`src/rtl/mkc_pkg.sv`:
```
// ---------------------------------------------------------------------------
// mkc_pkg
// shared types and constants for the multi-key lfu cache
// ---------------------------------------------------------------------------
`default_nettype none
package mkc_pkg;
   localparam int unsigned KEY_W = 32;
   localparam int unsigned SIG_W = 24;
   localparam int unsigned CNT_W = 32;
   localparam int unsigned REQ_DATA_W = 216;
   localparam int unsigned REQ_USER_W = 3;
   localparam int unsigned RSP_DATA_W = 128;
   localparam int unsigned RSP_USER_W = 1;

   typedef enum logic [1:0] {
      OP_ADD    = 2'd0,
      OP_LOOKUP = 2'd1,
      OP_REMOVE = 2'd2,
      OP_CLEAR  = 2'd3
   } op_type;

   typedef enum logic [1:0] {
      ST_IDLE,
      ST_SCAN,
      ST_APPLY
   } state_type;

   typedef struct packed {
      logic start;
      logic step;
      logic commit;
   } cmd_type;

   typedef struct packed {
      logic scan_last;
   } stat_type;
endpackage
`default_nettype wire

```
`src/rtl/mkc_ctrl.sv`:
```
// ---------------------------------------------------------------------------
// mkc_ctrl
// sequencer: accept, scan every entry, apply, hand the result word out
// ---------------------------------------------------------------------------
`default_nettype none
module mkc_ctrl (
   input  wire logic               clock,
   input  wire logic               reset,
   input  wire logic               req_tvalid,
   output logic                    req_tready,
   output logic                    rsp_tvalid,
   input  wire logic               rsp_tready,
   input  wire mkc_pkg::stat_type  stat,
   output mkc_pkg::cmd_type        cmd
);
   mkc_pkg::state_type state_ff, state_in;
   logic valid_ff, valid_in;
   logic out_free;

   assign out_free   = !valid_ff || rsp_tready;
   assign rsp_tvalid = valid_ff;

   always_ff @(posedge clock) begin
      if (reset) begin
         state_ff <= mkc_pkg::ST_IDLE;
         valid_ff <= 1'b0;
      end else begin
         state_ff <= state_in;
         valid_ff <= valid_in;
      end
   end

   always_comb begin
      state_in   = state_ff;
      cmd        = '0;
      req_tready = 1'b0;
      valid_in   = valid_ff && !rsp_tready;
      unique case (state_ff)
         mkc_pkg::ST_IDLE: begin
            req_tready = 1'b1;
            if (req_tvalid) begin
               cmd.start = 1'b1;
               state_in  = mkc_pkg::ST_SCAN;
            end
         end
         mkc_pkg::ST_SCAN: begin
            cmd.step = 1'b1;
            if (stat.scan_last) state_in = mkc_pkg::ST_APPLY;
         end
         mkc_pkg::ST_APPLY: begin
            if (out_free) begin
               cmd.commit = 1'b1;
               valid_in   = 1'b1;
               state_in   = mkc_pkg::ST_IDLE;
            end
         end
         default: state_in = mkc_pkg::ST_IDLE;
      endcase
   end
endmodule
`default_nettype wire

```
`config.mk`:
```
export PLATFORM = sky130hd
export DESIGN_NAME = mkc_ctrl
export DESIGN_NICKNAME = d
export VERILOG_FILES = /design/src/rtl/mkc_pkg.sv /design/src/rtl/mkc_ctrl.sv
export SDC_FILE = /design/constraint.sdc
export NUM_CORES = 1
export LEC_CHECK = 0
export ABC_AREA = 0
export BUFFER_PORTS_ARGS = -buffer_cell sky130_fd_sc_hd__buf_4
export CAP_MARGIN = 20
export CORE_AREA = 4 4 41 43
export DETAILED_ROUTE_END_ITERATION = 10
export DIE_AREA = 0 0 45 47
export GPL_TIMING_DRIVEN = 0
export PLACE_DENSITY_LB_ADDON = 0.2
export SKIP_LAST_GASP = 1
export SLEW_MARGIN = 40
export SYNTH_ARGS = -nofsm -noshare
export SYNTH_HDL_FRONTEND = slang
export SYNTH_SLANG_ARGS = --single-unit
```
`constraint.sdc`:
```
create_clock -name clock -period 0.8 [get_ports clock]
set_input_delay 0.12 -clock clock [delete_from_list [all_inputs] [get_ports clock]]
set_output_delay 0.12 -clock clock [all_outputs]
set_load 0.02 [all_outputs]
```
==> flow_summary.json <==
{
  "routed_wirelength_um": 411,
  "p_total_mw": 0.5680,
  "h-tree-depth": 1,
  "failed_checks": "setup timing",
  "postRouteAntennaNets": 0,
  "path_max_fanout": 7,
  "finalHoldViolCount": 0,
  "avgSynthCellArea_um2": 9.306,
  "critPathKind": "reg2out",
  "synth_fp_nets": 21,
  "setup_viol": 6,
  "cap_violations": 0,
  "antenna_cells": 0,
  "wl_met3_um": 75,
  "drt_pass1_iterations": 1,
  "synthTopCellsByCount": "nand2b_1, dfxtp_1, a21oi_1, nor2b_1",
  "ioPinCount": 10,
  "min_period_over_period_pct": 135.2,
  "place_area_um2": 256.5,
  "start_util_pct": 11.44,
  "finClkSkew_ns": 0.0004037,
  "setup_slack_ns": -0.2818,
  "clock-sinks": 3,
  "synth.top_cell.area_share_pct": 40.34,
  "die_width_um": 45,
  "critical_path_arrival_ns": 0.96,
  "crit_required_ns": 0.68,
  "vias_per_cell": 3.761,
  "drive_gt1_share_pct": 77.42,
  "p_leak_nw": 0.1438,
  "clk_pin_slew_ns": 0.04,
  "cts_max_path_buffers": 2,
  "synth.area.top_cells": "dfxtp_1, nand2b_1, a211oi_2",
  "clock_latency_ns": 0.23,
  "cts-buffers-inserted": 3,
  "post_drt_wl_per_cell_um": 8.935,
  "ir_worst_vdd_mv": 0.8678,
  "synthFlopType": "dfxtp_1",
  "yosysTopAreaCell": "dfxtp_1",
  "power.density_nw_per_um2": 1657,
  "fillerInstances": 151,
  "track_usage_pct": 4.657,
  "grt.overflow.total": 0,
  "syn_to_final_growth_pct": 130.3,
  "drc_errors": 0,
  "nNetsFinal": 37,
  "io_buffers": 9,
  "core_um2": 1301,
  "wl_met2_um": 181,
  "design_area_um2": 342.8,
  "rsz0062_at_grt": "true",
  "status": "complete, but fails checks",
  "drt-met1-wl_um": 154,
  "vias": 173,
  "ys_seq_elements": 3,
  "maxUsedRoutingLayer": "met3",
  "max_slew_margin_pct": 91.16,
  "floorplan.rows": 13,
  "start_kind": "register",
  "slew_violations": 0,
  "grt_max_degree": 8,
  "drtIter0Drc": 0,
  "die_h_um": 47,
  "place_congestion": 0.6108,
  "synth-seq-area-share_pct": 40.34,
  "synth_area_um2": 148.9,
  "yosysMostFrequentCell": "nand2b_1",
  "grt_pass1_wl_um": 627,
  "worstSetupEndpointType": "output port",
  "finalCriticalPeriod_ns": 1.082,
  "synthArstFlopShare_pct": 0,
  "max_clock_freq_ghz": 0.9244,
  "cts_root_buffer": "clkbuf_4",
  "antenna_found_initial": 0,
  "grt_pass1_vias": 156,
  "syn_inst": 16,
  "cts_tree": "yes",
  "die-area_um2": 2115,
  "tightest_slew_ns": 0.1324,
  "synth-edff-count": 0,
  "yosysWarnings": 0,
  "hp-class": "in2reg",
  "synth.distinct_cells": 9
}
-- per-layer routing --
metal / vias to the layer above / track usage [%]
met1: 77 / 4.762
met5: - / 0
met3: 0 / 6.130
met2: 10 / 5.367
li1: 86 / -
met4: 0 / 1.754
-- flip-flops by register name (all words and copies together), names as in the netlist --
name	flops
state_ff	2
rsp_tvalid	1
-- kinds of logic (layout without fill, tap and decap cells) --
group | after synthesis | in the layout | synth area share, %
AO/OA/AOI/OAI | 3 | 3 | 15.12
buffers and inverters | 0 | 15 | 0
flip-flops | 3 | 3 | 40.34
AND/OR/NAND/NOR | 10 | 10 | 44.54
-- cell type report --
cell class                 instances  area (um^2)  share of cell area (%)
multi-input combinational         13        120.1                   35.04
clock buffer                       4        26.28                   7.664
sequential                         3        68.82                   20.07
timing repair buffer              11        108.9                   31.75
tap                               15        18.77                   5.474
-- metrics by stage --
stage	util, %	instances	setup WS (ns)	hold slack [ns]	setup TNS [ns]
3_3_place_gp	19.71	40	-0.1722	0.3040	-0.4357
3_5_place_dp	19.71	40	-0.1670	0.3038	-0.4121
4_1_cts	24.62	45	-0.2970	0.04612	-1.037
2_1_floorplan	-	16	-0.03639	0.1817	-0.07979
5_1_grt	26.35	46	-0.3152	0.05767	-1.280
6_report	26.35	46	-0.2818	0.06089	-1.044
-- power by group --
| part | leakage, nW | switching, mW | internal, mW | total (mW) |
|---|---|---|---|---|
| Combinational | 0.102 | 0.0499 | 0.0820 | 0.132 |
| Sequential | 0.0264 | 0.0130 | 0.155 | 0.168 |
| Clock | 0.0150 | 0.0808 | 0.187 | 0.268 |
| Total | 0.144 | 0.144 | 0.424 | 0.568 |
-- placed cells by master, fill, tap and decap left out --
cell type	netlist	final
dfxtp_2	0	1
clkbuf_1	0	1
nand2b_4	0	1
a21oi_1	2	1
buf_4	0	4
a211oi_2	1	1
nand3b_1	1	1
nor2b_4	0	1
nor2b_2	0	1
dfxtp_4	0	2
a21oi_2	0	1
nand2b_1	4	3
and2_4	0	1
clkbuf_4	0	3
nor2_4	0	1
nand4bb_1	1	1
buf_6	0	7
-- final timing paths --
kind                             startpoint           to  slack [ns]  cells after the start
worst max-delay path            state_ff[0]       cmd[0]       -0.28                      3
worst min-delay path                  reset  state_ff[0]        0.06                      2
worst max register to register  state_ff[1]  state_ff[1]       -0.04                      3
worst min register to register   rsp_tvalid   rsp_tvalid        0.51                      2
-- worst max-delay path, stage by stage (launching register included) --
cell and delay, ns:
dfxtp_4 0.36, nand2b_4 0.15, nor2b_4 0.10, buf_6 0.11
-- repair_timing --
action | in CTS | in global routing
resized for setup | 9 | 4
pin swaps | 2 | 2
setup endpoints to repair | 7 | 7
hold buffers | 0 | 0
setup buffers | 1 | 1
No activity file was read; power rests on OpenSTA's default activity.
